--- src/adgv_pkg.sv ---
// adgv_pkg: shared types, constants and helper functions for the genetic
// value accumulator. No dependencies.
package adgv_pkg;

  localparam int MAX_INDIVIDUALS = 1024;
  localparam int IDX_W = $clog2(MAX_INDIVIDUALS);
  localparam int QDEPTH = 2;
  localparam int QPTR_W = $clog2(QDEPTH);

  localparam int CFG_IDX_W = 3;
  localparam logic [CFG_IDX_W-1:0] CFG_PLOIDY = 3'd0;
  localparam logic [CFG_IDX_W-1:0] CFG_DOM_EN = 3'd1;
  localparam logic [CFG_IDX_W-1:0] CFG_GXE_EN = 3'd2;
  localparam logic [CFG_IDX_W-1:0] CFG_BASE_INT = 3'd3;
  localparam logic [CFG_IDX_W-1:0] CFG_GXE_INT = 3'd4;

  localparam logic signed [49:0] ACC_MAX = 50'sh0_7FFF_FFFF_FFFF;
  localparam logic signed [49:0] ACC_MIN = 50'sh3_8000_0000_0000;
  localparam logic signed [57:0] RND_HALF = 58'sd8388608;

  // round(2^24/p) and round(2^24/p^2)
  localparam logic [24:0] RECIP_P [0:8] = '{
    25'd0, 25'd16777216, 25'd8388608, 25'd5592405, 25'd4194304,
    25'd3355443, 25'd2796203, 25'd2396745, 25'd2097152
  };
  localparam logic [24:0] RECIP_P2 [0:8] = '{
    25'd0, 25'd16777216, 25'd4194304, 25'd1864135, 25'd1048576,
    25'd671089, 25'd466034, 25'd342392, 25'd262144
  };

  typedef struct packed {
    logic [IDX_W-1:0]    individual;
    logic [3:0]          dosage;
    logic signed [31:0]  additive_effect;
    logic signed [31:0]  dominance_effect;
    logic signed [31:0]  environment_effect;
    logic                last_locus;
  } in_item_t;

  typedef struct packed {
    logic [IDX_W-1:0]    result_individual;
    logic signed [47:0]  genetic_value;
    logic signed [47:0]  gxe_value;
    logic                saturated;
  } out_item_t;

  typedef struct packed {
    logic [3:0]          ploidy_level;
    logic                dominance_enable;
    logic                gxe_enable;
    logic signed [31:0]  base_intercept;
    logic signed [31:0]  gxe_intercept;
  } cfg_t;

  typedef struct packed {
    logic signed [25:0]  a;
    logic signed [25:0]  d;
  } coef_t;

  typedef struct packed {
    logic [IDX_W-1:0]    individual;
    logic signed [25:0]  coef_a;
    logic signed [25:0]  coef_d;
    logic signed [31:0]  additive_effect;
    logic signed [31:0]  dominance_effect;
    logic signed [31:0]  environment_effect;
    logic                last_locus;
  } work_t;

  typedef struct packed {
    logic push;
    logic full;
    logic empty;
  } q_stat_t;

  typedef struct packed {
    logic signed [47:0]  val;
    logic signed [47:0]  gxe;
    logic                mark;
  } entry_t;

  typedef struct packed {
    logic                flag;
    logic signed [47:0]  value;
  } sat_t;

  typedef enum logic [2:0] {
    ST_CLEAR, ST_IDLE, ST_MUL, ST_RND, ST_ACC, ST_REP
  } st_t;

  function automatic sat_t sat48(input logic signed [49:0] s);
    sat_t r;
    if (s > ACC_MAX) begin
      r.flag = 1'b1;
      r.value = ACC_MAX[47:0];
    end else if (s < ACC_MIN) begin
      r.flag = 1'b1;
      r.value = ACC_MIN[47:0];
    end else begin
      r.flag = 1'b0;
      r.value = s[47:0];
    end
    return r;
  endfunction

  // (2x-p)*RA[p] and 4x(p-x)*RD[p] with p and x clamped
  function automatic coef_t coef_of(input logic [3:0] ploidy, input logic [3:0] dosage);
    logic [3:0]        p;
    logic [3:0]        x;
    logic signed [5:0] k;
    logic [4:0]        xm;
    logic [6:0]        kd;
    coef_t             c;
    p = (ploidy == 4'd0) ? 4'd1 : ((ploidy > 4'd8) ? 4'd8 : ploidy);
    x = (dosage > p) ? p : dosage;
    k = $signed({1'b0, x, 1'b0}) - $signed({2'b00, p});
    xm = 5'(5'(x) * 5'(p - x));
    kd = {xm, 2'b00};
    c.a = 26'(k * $signed({1'b0, RECIP_P[p]}));
    c.d = $signed(26'({1'b0, kd} * RECIP_P2[p]));
    return c;
  endfunction

endpackage

--- src/adgv_queue.sv ---
// adgv_queue: short fifo of classified work between front and back.
// Depends on adgv_pkg.
module adgv_queue (
  input  logic              clk,
  input  logic              rst,
  input  logic              push,
  input  adgv_pkg::work_t   wdata,
  input  logic              pop,
  output adgv_pkg::work_t   head,
  output adgv_pkg::q_stat_t stat
);
  import adgv_pkg::*;

  work_t             slots [QDEPTH];
  logic [QPTR_W-1:0] wr_ptr;
  logic [QPTR_W-1:0] rd_ptr;
  logic [QPTR_W:0]   count;

  always_ff @(posedge clk) begin
    if (rst) begin
      wr_ptr <= '0;
      rd_ptr <= '0;
      count <= '0;
    end else begin
      if (push) wr_ptr <= QPTR_W'(wr_ptr + 1'b1);
      if (pop) rd_ptr <= QPTR_W'(rd_ptr + 1'b1);
      if (push && !pop) count <= count + 1'b1;
      else if (pop && !push) count <= count - 1'b1;
    end
  end

  always_ff @(posedge clk) begin
    if (push) slots[wr_ptr] <= wdata;
  end

  assign head = slots[rd_ptr];

  always_comb begin
    stat.push = push;
    stat.full = (count == (QPTR_W+1)'(QDEPTH));
    stat.empty = (count == '0);
  end

endmodule

--- config.mk ---
export PLATFORM = sky130hd
export DESIGN_NAME = adgv_queue
export DESIGN_NICKNAME = d
export VERILOG_FILES = /design/src/adgv_pkg.sv /design/src/adgv_queue.sv
export SDC_FILE = /design/constraint.sdc
export NUM_CORES = 1
export LEC_CHECK = 0
export BUFFER_PORTS_ARGS = -buffer_cell sky130_fd_sc_hd__buf_4
export CORE_MARGIN = 2
export CORE_UTILIZATION = 56
export CTS_CLUSTER_SIZE = 20
export DETAILED_ROUTE_END_ITERATION = 12
export PLACE_DENSITY = 0.84
export SLEW_MARGIN = 10
export SYNTH_ARGS = -nofsm -noshare
export SYNTH_HDL_FRONTEND = slang
export SYNTH_SLANG_ARGS = --single-unit
--- constraint.sdc ---
create_clock -name clk -period 17.6 [get_ports clk]
set_input_delay 3.52 -clock clk [delete_from_list [all_inputs] [get_ports clk]]
set_output_delay 3.52 -clock clk [all_outputs]
set_load 0.01 [all_outputs]
* Word-level counts from Yosys, hierarchy flattened *
Memories as Yosys holds them, arrays and structs flattened. A register that Yosys moved wholly into a read port is not among the register bits.
Index checks and enable logic that the tools add are counted.

operators by class
  add/sub/neg operators = 4
  eq/ne operators = 1
  multiplexer cells = 6
  reductions and logical operators = 6

operators by type and width
  operator                                                            count
  1-bit 2-to-1 mux                                                    4
  2-bit 2-to-1 mux                                                    2
  1-bit adder, second input constant                                  2
  2-bit by 1-bit adder with 2-bit output, second input constant       1
  2-bit equality test, second input constant                          1
  1-bit logical AND                                                   2
  1-bit zero test                                                     2
  2-bit zero test                                                     1
  2-bit nonzero test                                                  1
  2-bit by 1-bit subtractor with 2-bit output, second input constant  1

storage, ports and cells
  register bits = 4
  bits in writable memories = 318
  bits of input ports = 163
  word-level logic and storage cells = 21
  memories kept = 1

memories
  name   words  bits a word  read ports  clocked after memory_dff  wr ports  RTL line          RTL
  slots  2      159          1           1                         1         adgv_queue.sv:14  work_t slots [QDEPTH];

* Depth between registers and ports, before layout *
  depth in word-level cells = 4
  depth in mapped cells = 5

* Worst setup path after synthesis *
Ideal clock, no wire load.

  path kind = input port to flip-flop
  from = input push
  to = memory slots[0][0] (netlist bit), enable pin
  data arrival time = 10,392 ps
  required time = 16,901 ps
  setup slack = 6,509 ps
  stages on the path = 1
  path through = nor2b_1

between the ends
  cells in the longest elaborated chain, start to end = 2

ends and longest elaborated chain
  element                                 RTL line          RTL
  start, declared                         adgv_queue.sv:6   input logic push,
  1-bit 2-to-1 mux                        adgv_queue.sv:33  if (push) slots[wr_ptr] <= wdata;
  1-bit 2-to-1 mux (implied by the code)  adgv_queue.sv:33
  end, declared                           adgv_queue.sv:14

No other way between the ends.

* Final worst setup path *
  from = input push
  to = output stat[2] (netlist bit)

RTL lines
  element        RTL line          RTL
  end, declared  adgv_queue.sv:10  output adgv_pkg::q_stat_t stat

No word-level cell between the ends.

==> metrics.yaml <==
grt_pass1_vias: 6225
slowest_stage: "buf_4"
gr-usage-met2_pct: 34.39
ctsHtreeMaxLevel: 2
leakagePower_nw: 6.145
fill_cells: 1133
post_route_cells_drive_above_1_share_pct: 60.09
start_util_pct: 57.24
synth.distinct_cells: 17
grt_pass1_wl_um: 33130
final_nets: 1028
ys_warn_count: 0
path_common_cell: "buf_4"
dpl.hpwl_um: 15660
clkTransAtPathRegs_ns: 0.06
cp.arrival_ns: 3.79
crit_buf_inv: 2
numCtsBuffers: 34
slew_violations: 0
grt_max_degree: 85
die_y_um: 151.1
synth-seq-cells: 323
worstSetupPathType: "input pin to output port"
setup_viol: 0
viasPerCell: 5.175
synthSimpleGateAreaFrac_pct: 0.3616
dieArea_sq_um: 22820
synthCells: 518
wirelength_um: 23390
synthXorXnorAreaFrac_pct: 0.2893
synth_top_family_by_area: "multiplexers"
grt.overflow.total: 0
wl_per_cell_um: 20.13
reg2reg_slack_ns: 14.39
cts-hold-fix-buffers: 0
syn_nets: 682
fin_worst_skew_ns: 0.01906
fmax_mhz: 136.8
crit_chain: "buf_4 > buf_4"
cpLargestDelayFamily: "buffers and inverters"
synth-seq-area-share_pct: 79.69
fin_crit_ns: 7.311
synthMuxAreaShare_pct: 17.92
synthAdderAreaFrac_pct: 0.1033
pin_count: 325
cts_resized: 0
worstPathMaxFanout: 5
layout_commonest_cell: "buf_4"
synth_area_sq_um: 12110
grt.met3_usage_pct: 7.108
ant_nets: 0
max_stage_delay_ns: 0.14
portBuffers: 324
core-area_sq_um: 21150
final_cell_mix: "buf_4, edfxtp_1, mux2_4"
use_met1_pct: 21.87
rsz0062_at_grt: "false"
end_kind: "output port"
clock-sinks: 323
critPathLaunchType: "input pin"
totalNegativeSetupSlack_ns: 0
cap_viol_max_count: 0
powerDensity_nw_per_um2: 114.2
cts_tree: "built"
dr.pass1.iters: 4
ir_worst_vdd_v: 0.00008149
status: "finished, final reports clean"
cp.required_ns: 14.08
top_usage_layer: "met2"
worst_pin_slew_ns: 1.115
fin_util_pct: 74.66
grt_usage_pct: 19.30
root_buffer: "clkbuf_16"
cts_setup_buffers: 0
globalplace.congestion: 0.7774
period_share_pct: 41.54
synth_compound_area_share_pct: 0.08266
hold_viol_final: 0
clkLatencyLatePin_ns: 0.49
clockBufferDepth: 3
vias: 6013
syn_area_per_cell_sq_um: 23.38
antenna_found_initial: 0
min_path_type: "register to register"
drc: 0
syn2layout_area_growth_pct: 30.43
num_rows: 53
die_w_um: 151.1
drt_iter0_markers: 327
relSlewSlack_pct: 25.65
antenna_cells: 0
-- kinds of logic after synthesis --
family	after synthesis
buffers and inverters	20
AOI/OAI and AO/OA	2
muxes	159
and+or+nand+nor	9
xor gates and xnor gates	4
DFF	323
adders and majority gates	1
-- worst reg2reg max path, cell delays in order (launching register included) --
cell and delay (ns):
dfxtp_1 0.36, nor2b_4 0.79, buf_4 0.76, buf_4 0.86
-- sequential cells by signal, indices dropped and copies added (netlist names), named ones only --
register	cells
count	2
slots	318
wr_ptr	1
rd_ptr	1
-- cell usage after synthesis, drive strengths merged --
cell type | instances | area [sq um]
o21ai | 1 | 5.000
dfxtp | 5 | 100.1
and2 | 1 | 6.260
xnor2 | 2 | 17.52
nor2b | 2 | 12.51
a21oi | 1 | 5.000
mux2 | 159 | 2170
inv | 1 | 3.750
edfxtp | 318 | 9549
ha | 1 | 12.51
xor2 | 2 | 17.52
or3 | 1 | 6.260
nor2 | 5 | 18.77
buf | 19 | 185.2
-- worst paths after layout --
kind,start,endpoint,depth (start not counted)
setup / recovery,push,stat[2],2
hold / removal,count[1],count[1],2
setup reg to reg,wr_ptr,slots[0][139],3
hold reg to reg,count[1],count[1],2
-- per-layer routing --
| layer | part of all wire [%] | wire (um) | up-vias |
|---|---|---|---|
| met5 | 0 | 0 | - |
| met1 | 37 | 8557 | 2929 |
| met4 | 1.5 | 348 | 0 |
| met3 | 11 | 2474 | 30 |
| met2 | 51 | 12010 | 310 |
| li1 | - | - | 2744 |
-- report_power, final --
part / switching [W] / total (W) / internal [W]
combinational: 0.000102 / 0.000232 / 0.000130
sequential: 0.0000160 / 0.000915 / 0.000899
clock: 0.000263 / 0.000656 / 0.000393
-- stage by stage --
step / cell area, sq um / hold slack (ns) / total power, W / instances / setup slack (ns)
finish: 15790 / 0.5142 / 0.001803 / 1162 / 10.29
global route: 15790 / 0.5712 / 0.001865 / 1162 / 10.28
CTS: 15790 / 0.5125 / 0.001820 / 1162 / 10.29
detailed placement: 14750 / 0.4999 / 0.001165 / 1103 / 10.29
global placement: 14750 / 0.4731 / 0.001155 / 1103 / 10.29
floorplan: 12110 / 0.4608 / 0.001058 / 518 / 6.509
-- layout make-up --
class,instances,area [sq um],area share (%)
well taps,275,344.1,2.179
clock inverters,17,97.59,0.6179
clock buffers,42,944.7,5.981
repair buffers,329,2470,15.64
inverters,1,3.754,0.02377
flip-flops and latches,323,9653,61.12
multi-input cells,175,2281,14.44
Power figures use the tool's default switching activity.
