<file path="src/adgv_pkg.sv">
// adgv_pkg: shared types, constants and helper functions for the genetic
// value accumulator. No dependencies.
package adgv_pkg;

  localparam int MAX_INDIVIDUALS = 1024;
  localparam int IDX_W = $clog2(MAX_INDIVIDUALS);
  localparam int QDEPTH = 2;
  localparam int QPTR_W = $clog2(QDEPTH);

  localparam int CFG_IDX_W = 3;
  localparam logic [CFG_IDX_W-1:0] CFG_PLOIDY = 3'd0;
  localparam logic [CFG_IDX_W-1:0] CFG_DOM_EN = 3'd1;
  localparam logic [CFG_IDX_W-1:0] CFG_GXE_EN = 3'd2;
  localparam logic [CFG_IDX_W-1:0] CFG_BASE_INT = 3'd3;
  localparam logic [CFG_IDX_W-1:0] CFG_GXE_INT = 3'd4;

  localparam logic signed [49:0] ACC_MAX = 50'sh0_7FFF_FFFF_FFFF;
  localparam logic signed [49:0] ACC_MIN = 50'sh3_8000_0000_0000;
  localparam logic signed [57:0] RND_HALF = 58'sd8388608;

  // round(2^24/p) and round(2^24/p^2)
  localparam logic [24:0] RECIP_P [0:8] = '{
    25'd0, 25'd16777216, 25'd8388608, 25'd5592405, 25'd4194304,
    25'd3355443, 25'd2796203, 25'd2396745, 25'd2097152
  };
  localparam logic [24:0] RECIP_P2 [0:8] = '{
    25'd0, 25'd16777216, 25'd4194304, 25'd1864135, 25'd1048576,
    25'd671089, 25'd466034, 25'd342392, 25'd262144
  };

  typedef struct packed {
    logic [IDX_W-1:0]    individual;
    logic [3:0]          dosage;
    logic signed [31:0]  additive_effect;
    logic signed [31:0]  dominance_effect;
    logic signed [31:0]  environment_effect;
    logic                last_locus;
  } in_item_t;

  typedef struct packed {
    logic [IDX_W-1:0]    result_individual;
    logic signed [47:0]  genetic_value;
    logic signed [47:0]  gxe_value;
    logic                saturated;
  } out_item_t;

  typedef struct packed {
    logic [3:0]          ploidy_level;
    logic                dominance_enable;
    logic                gxe_enable;
    logic signed [31:0]  base_intercept;
    logic signed [31:0]  gxe_intercept;
  } cfg_t;

  typedef struct packed {
    logic signed [25:0]  a;
    logic signed [25:0]  d;
  } coef_t;

  typedef struct packed {
    logic [IDX_W-1:0]    individual;
    logic signed [25:0]  coef_a;
    logic signed [25:0]  coef_d;
    logic signed [31:0]  additive_effect;
    logic signed [31:0]  dominance_effect;
    logic signed [31:0]  environment_effect;
    logic                last_locus;
  } work_t;

  typedef struct packed {
    logic push;
    logic full;
    logic empty;
  } q_stat_t;

  typedef struct packed {
    logic signed [47:0]  val;
    logic signed [47:0]  gxe;
    logic                mark;
  } entry_t;

  typedef struct packed {
    logic                flag;
    logic signed [47:0]  value;
  } sat_t;

  typedef enum logic [2:0] {
    ST_CLEAR, ST_IDLE, ST_MUL, ST_RND, ST_ACC, ST_REP
  } st_t;

  function automatic sat_t sat48(input logic signed [49:0] s);
    sat_t r;
    if (s > ACC_MAX) begin
      r.flag = 1'b1;
      r.value = ACC_MAX[47:0];
    end else if (s < ACC_MIN) begin
      r.flag = 1'b1;
      r.value = ACC_MIN[47:0];
    end else begin
      r.flag = 1'b0;
      r.value = s[47:0];
    end
    return r;
  endfunction

  // (2x-p)*RA[p] and 4x(p-x)*RD[p] with p and x clamped
  function automatic coef_t coef_of(input logic [3:0] ploidy, input logic [3:0] dosage);
    logic [3:0]        p;
    logic [3:0]        x;
    logic signed [5:0] k;
    logic [4:0]        xm;
    logic [6:0]        kd;
    coef_t             c;
    p = (ploidy == 4'd0) ? 4'd1 : ((ploidy > 4'd8) ? 4'd8 : ploidy);
    x = (dosage > p) ? p : dosage;
    k = $signed({1'b0, x, 1'b0}) - $signed({2'b00, p});
    xm = 5'(5'(x) * 5'(p - x));
    kd = {xm, 2'b00};
    c.a = 26'(k * $signed({1'b0, RECIP_P[p]}));
    c.d = $signed(26'({1'b0, kd} * RECIP_P2[p]));
    return c;
  endfunction

endpackage

</file>
<file path="src/adgv_if.sv">
// adgv_if: valid/ready channel interfaces for input items and results.
// Depends on adgv_pkg.
interface adgv_item_if;
  import adgv_pkg::*;
  logic     valid;
  logic     ready;
  in_item_t data;
  modport source (output valid, output data, input ready);
  modport sink (input valid, input data, output ready);
endinterface


</file>
<file path="src/adgv_front.sv">
// adgv_front: accepts input items, clamps ploidy and dosage and turns them
// into locus coefficients for the queue. Depends on adgv_pkg, adgv_if.
module adgv_front (
  adgv_item_if.sink            item,
  input  logic [3:0]           ploidy_level,
  input  logic                 clearing,
  input  adgv_pkg::q_stat_t    q_in,
  output logic                 push,
  output adgv_pkg::work_t      work
);
  import adgv_pkg::*;

  coef_t coef;

  assign item.ready = !q_in.full && !clearing;
  assign push = item.valid && item.ready;
  assign coef = coef_of(ploidy_level, item.data.dosage);

  always_comb begin
    work.individual = item.data.individual;
    work.coef_a = coef.a;
    work.coef_d = coef.d;
    work.additive_effect = item.data.additive_effect;
    work.dominance_effect = item.data.dominance_effect;
    work.environment_effect = item.data.environment_effect;
    work.last_locus = item.data.last_locus;
  end

endmodule

</file>
<file path="src/flat_wrapper.sv">
// flat-port wrapper written by rule: the top's interface ports become plain ports
module adgv_front_flat import adgv_pkg::*;
  (ploidy_level, clearing, q_in, push, work, item_valid, item_data, item_ready);
  adgv_item_if item_i ();
  input  logic [3:0] ploidy_level;
  input  logic clearing;
  input  adgv_pkg::q_stat_t q_in;
  output logic push;
  output adgv_pkg::work_t work;
  input wire logic [$bits(item_i.valid)-1:0] item_valid;
  input wire logic [$bits(item_i.data)-1:0] item_data;
  output wire logic [$bits(item_i.ready)-1:0] item_ready;
  assign item_i.valid = item_valid;
  assign item_i.data = item_data;
  assign item_ready = item_i.ready;
  adgv_front u_core (.item(item_i), .ploidy_level(ploidy_level), .clearing(clearing), .q_in(q_in), .push(push), .work(work));
endmodule
</file>
<file path="config.mk">
export PLATFORM = sky130hd
export DESIGN_NAME = adgv_front_flat
export DESIGN_NICKNAME = d
export VERILOG_FILES = /design/src/adgv_pkg.sv /design/src/adgv_if.sv /design/src/adgv_front.sv /design/src/flat_wrapper.sv
export SDC_FILE = /design/constraint.sdc
export NUM_CORES = 1
export LEC_CHECK = 0
export BUFFER_PORTS_ARGS = -buffer_cell sky130_fd_sc_hd__buf_2
export CAP_MARGIN = 20
export CORE_MARGIN = 1.5
export CORE_UTILIZATION = 45
export DETAILED_ROUTE_END_ITERATION = 6
export GPL_TIMING_DRIVEN = 1
export PLACE_DENSITY = 0.79
export SYNTH_ARGS = -nofsm -noshare
export SYNTH_HDL_FRONTEND = slang
export SYNTH_SLANG_ARGS = --single-unit
</file>
<file path="constraint.sdc">
create_clock -name vclk -period 31
set_clock_uncertainty 0.15 [all_clocks]
set_input_delay 3.1 -clock vclk [all_inputs]
set_output_delay 3.1 -clock vclk [all_outputs]
set_load 0.05 [all_outputs]
</file>
# After elaboration in Yosys (flattened, before gate mapping)

Memories as Yosys holds them, arrays and structs flattened.
Cells that the tools add are included.
W data, S select, Z words.

Bits of input ports: 120
Flip-flop bits (word level): 0
Memory bits (read-only): 800
Output and inout port bits: 161
Word-level logic and storage cells: 23
Memories: 2

Mux-type cells: 7
Add/sub/neg operators: 2
Bitwise gates (word level): 1
Multiply operators: 3
Reduce and logical (&&, ||, !) cells: 5
Magnitude comparators: 3

Memory list:

| name             | depth | width | read ports | clocked after memory_dff | wr ports | line            | source |
|---|---|---|---|---|---|---|---|
| (name not given) | 16    | 25    | 1          | 0                        | 0        | adgv_pkg.sv:119 | `c.a = 26'(k * $signed({1'b0, RECIP_P[p]}));` |
| (name not given) | 16    | 25    | 1          | 0                        | 0        | adgv_pkg.sv:120 | `c.d = $signed(26'({1'b0, kd} * RECIP_P2[p]));` |

Operators by type and width:

| operator             | number |
|---|---|
| $mux W25             | 4 |
| $mul A6 B26 Y26      | 1 |
| $mul A5 B25 Y24      | 1 |
| $mux W4              | 3 |
| $sub A5 B4 Y6        | 1 |
| $ge A5 B5 Y1 const B | 1 |
| $mul A4 B5 Y5        | 1 |
| $not A4 Y5           | 1 |
| $sub A4 B4 Y5        | 1 |
| $gt A4 B4 Y1         | 1 |
| $gt A4 B4 Y1 const B | 1 |
| $logic_not A4 Y1     | 1 |
| $logic_and A1 B1 Y1  | 2 |
| $logic_not A1 Y1     | 2 |

# Logic depth before layout (Yosys ltp)

Depth in word-level cells: 8
Mapped depth: 45
Gate-level depth less buffers: 45

# Least setup slack after synthesis

No wires, ideal clock.

Path type: input -> output
Start point: input ploidy_level[3]
End point: output work[122] in the netlist's numbering
Cell stages on the path: 41
Data required time: 27.750 ns
Data arrival time: 12.549 ns
Path slack: 15.201 ns
Path buffers: 2
Cell sequence: buf_2 nor2_1 ha_1 nand2b_1 a21oi_4 o21ai_4 mux2i_1 inv_1 ha_1 inv_1 ha_1 inv_1 o31a_1 o41ai_4 xor2_2 nand2_1 fa_1 inv_1 [5 not listed] o211a_1 or3_1 a21o_1 and2_1 clkbuf_1 nor2_1 fa_1 fa_1 fa_1 ha_1 nor2b_1 a311oi_1 a2111oi_0 o2111ai_1 nand4b_1 a21o_1 a21oi_1 xnor3_1

RTL lines:

| item            | line              | source |
|---|---|---|
| start, declared | flat_wrapper.sv:5 | `input logic [3:0] ploidy_level;` |
| end, declared   | flat_wrapper.sv:9 | `output adgv_pkg::work_t work;` |

==> out/results.tsv <==
stage	metric	value	unit
timing	Slew @ Worst Pin	821	ps
logic_synthesis	Post-Syn Instances	931	
drt	drt drc	0	
power_and_ir_drop	Cell Pwr Density	52.7	nW/um2
logic_synthesis	total of warnings raised by yosys	0	
logic_synthesis	Area contributors post-synth	fa_1 (31%), ha_1 (17%), buf_4 (11%)	
worst_setup_path	CP startpoint kind	primary input	
timing	fmax	0.0568	GHz
timing	Final period util	56.8	%
placement	GPL Wtd Cong	0.971	
timing	Setup TNS Final	0	ps
logic_synthesis	sequential cell area fraction in the yosys report	0	%
grt	gr ovfl total	0	
grt	met1 Track Usage GR	24.3	%
power_and_ir_drop	Leak	4.47	nW
finish	number of diodes	0	
placement	port buffer count	63	
placement	Post-DP HPWL	14.6	mm
worst_setup_path	most used cell, CP	fa_1	
grt	Total GRT Usage	19.1	%
clocking	Post-CTS Setup Inserts	0	
worst_setup_path	number of buffers and inverters on the critical path	6	
logic_synthesis	Yosys top cell area share	31.4	%
floorplan	die area	18100	um2
worst_setup_path	CP required	27750	ps
finish	fin util	44.9	%
drt	drt wl/cell	15.1	um
worst_setup_path	Worst Path Max Fanout	14	
finish	fin nets	1225	
job	MaxCap Viol Count	0	
power_and_ir_drop	maximum VDD drop	0.0000634	V
floorplan	Die X	134	um
finish	layout cells sized above 1	9.27	%
timing	Hold Vio Cnt, Final	0	
finish	Fill cells	1641	
drt	Starting DRT DRC Count	223	
logic_synthesis	area leader, netlist	fa_1	
logic_synthesis	Synth top cells by count	inv_1 (156), fa_1 (122), buf_4 (109), ha_1 (107), nand2_1 (92)	
clocking	post-CTS resize count	0	
finish	Seq cells	0	
finish	area grow syn2layout	-3.49	%
grt	met2 usage	35.1	%
timing	Slew HR	43.9	%
grt	largest net degree at the start of global routing	22	
drt	via density per instance	5.23	
grt	first-pass GRT wire length	28.6	mm
worst_hold_path	HP Class	primary input to output pin	
timing	RSZ-0062 raised after global routing	false	
logic_synthesis	mapped cell area	7770	um2
finish	Clock Buffer Count	0	
drt	final antenna-violating net count	0	
logic_synthesis	Syn Area/Cell	8.35	um2
finish	Reg area	0	um2
grt	initial antenna violation count	0	
worst_setup_path	crit-path max cell delay	630	ps
clocking	hold-fix buffers at CTS	0	
finish	Multi-input gate area	6310	um2
worst_setup_path	slowest CP cell	a311oi_1	
floorplan	Die Ht	134	um
grt	M3 GR Usage	1.81	%
worst_setup_path	critical path class	primary input to output pin	
timing	final worst path period need	17600	ps
grt	GRT busiest layer	met2	
drt	drt first pass iters	4	
outcome	status	completed	
drt	detailed-route via count	5717	
timing	final number of max-transition violations	0	
timing	Setup Viol. Count Final	0	
drt	final WL	16.5	mm
worst_setup_path	Worst path top cell family by delay	adder cells	
floorplan	Initial Util	46.5	%
floorplan	io pins	281	
logic_synthesis	most frequent cell after synthesis	inv_1	
logic_synthesis	Synth cell types	58	
grt	vias in the first global route	6037	
floorplan	# rows	47	
floorplan	core area	16700	um2
worst_setup_path	CP Data Arrival Time	14350	ps
worst_setup_path	CP Capture Type	output pin	
[power by group]
group	internal (mW)	total, mW	leakage (nW)	switching (mW)
logic	0.123	0.395	4.47	0.272
clock network	0	0	0	0
registers	0	0	0	0
[per-layer routing]
| metal | wire, um | vias up |
|---|---|---|
| li1 | - | 2720 |
| met1 | 6940 | 2751 |
| met2 | 8370 | 203 |
| met3 | 905 | 43 |
| met4 | 299 | 0 |
| met5 | 0 | - |
[placed cells by master (no fill, tap or decap), types with 9 or more instances in the layout]
cell type	count
inv_1	156
fa_1	122
ha_1	107
nand2_1	92
buf_2	63
nor2_1	61
xnor2_1	42
a21oi_1	37
and2_1	26
nand3_1	23
o21ai_0	17
xor2_1	17
a21o_1	13
nor2b_1	9
nand2b_1	9
and3_1	9
[path summary, 6_finish.rpt]
kind / cells after the start / start / slack, ps / to
max: 41 / ploidy_level[3] / 13400 / work[122]
min: 0 / item_data[108] / 6050 / work[156]
[cells by family (layout without fill, tap and decap cells)]
kind of cell,Yosys count,in the layout,share of synthesized area [%]
AOI/OAI and AO/OA,106,106,9.38
xor gates and xnor gates,61,61,7.15
adders and majority gates,229,229,48.6
buffers and inverters,279,221,18.9
muxes,4,4,0.740
other,1,2,0.0482
and+or+nand+nor,251,251,15.2
[per-stage QoR]
step,cell area (um2),total power [mW],worst slack [ps],hold slack [ps],std cells
2_1_floorplan,7780,0.352,15200,6220,932
3_3_place_gp,7500,0.390,13630,6050,1094
3_5_place_dp,7500,0.395,13480,6050,1094
4_1_cts,7500,0.399,13420,6050,1094
5_1_grt,7500,0.436,12840,6050,1094
6_report,7500,0.395,13400,6050,1094
[final cells by class]
class	instances	share of cell area (%)
multi-input cells	653	84.1
inverters	156	7.81
repair buffers	65	4.40
well taps	220	3.67
No activity file was read; power rests on OpenSTA's default activity.
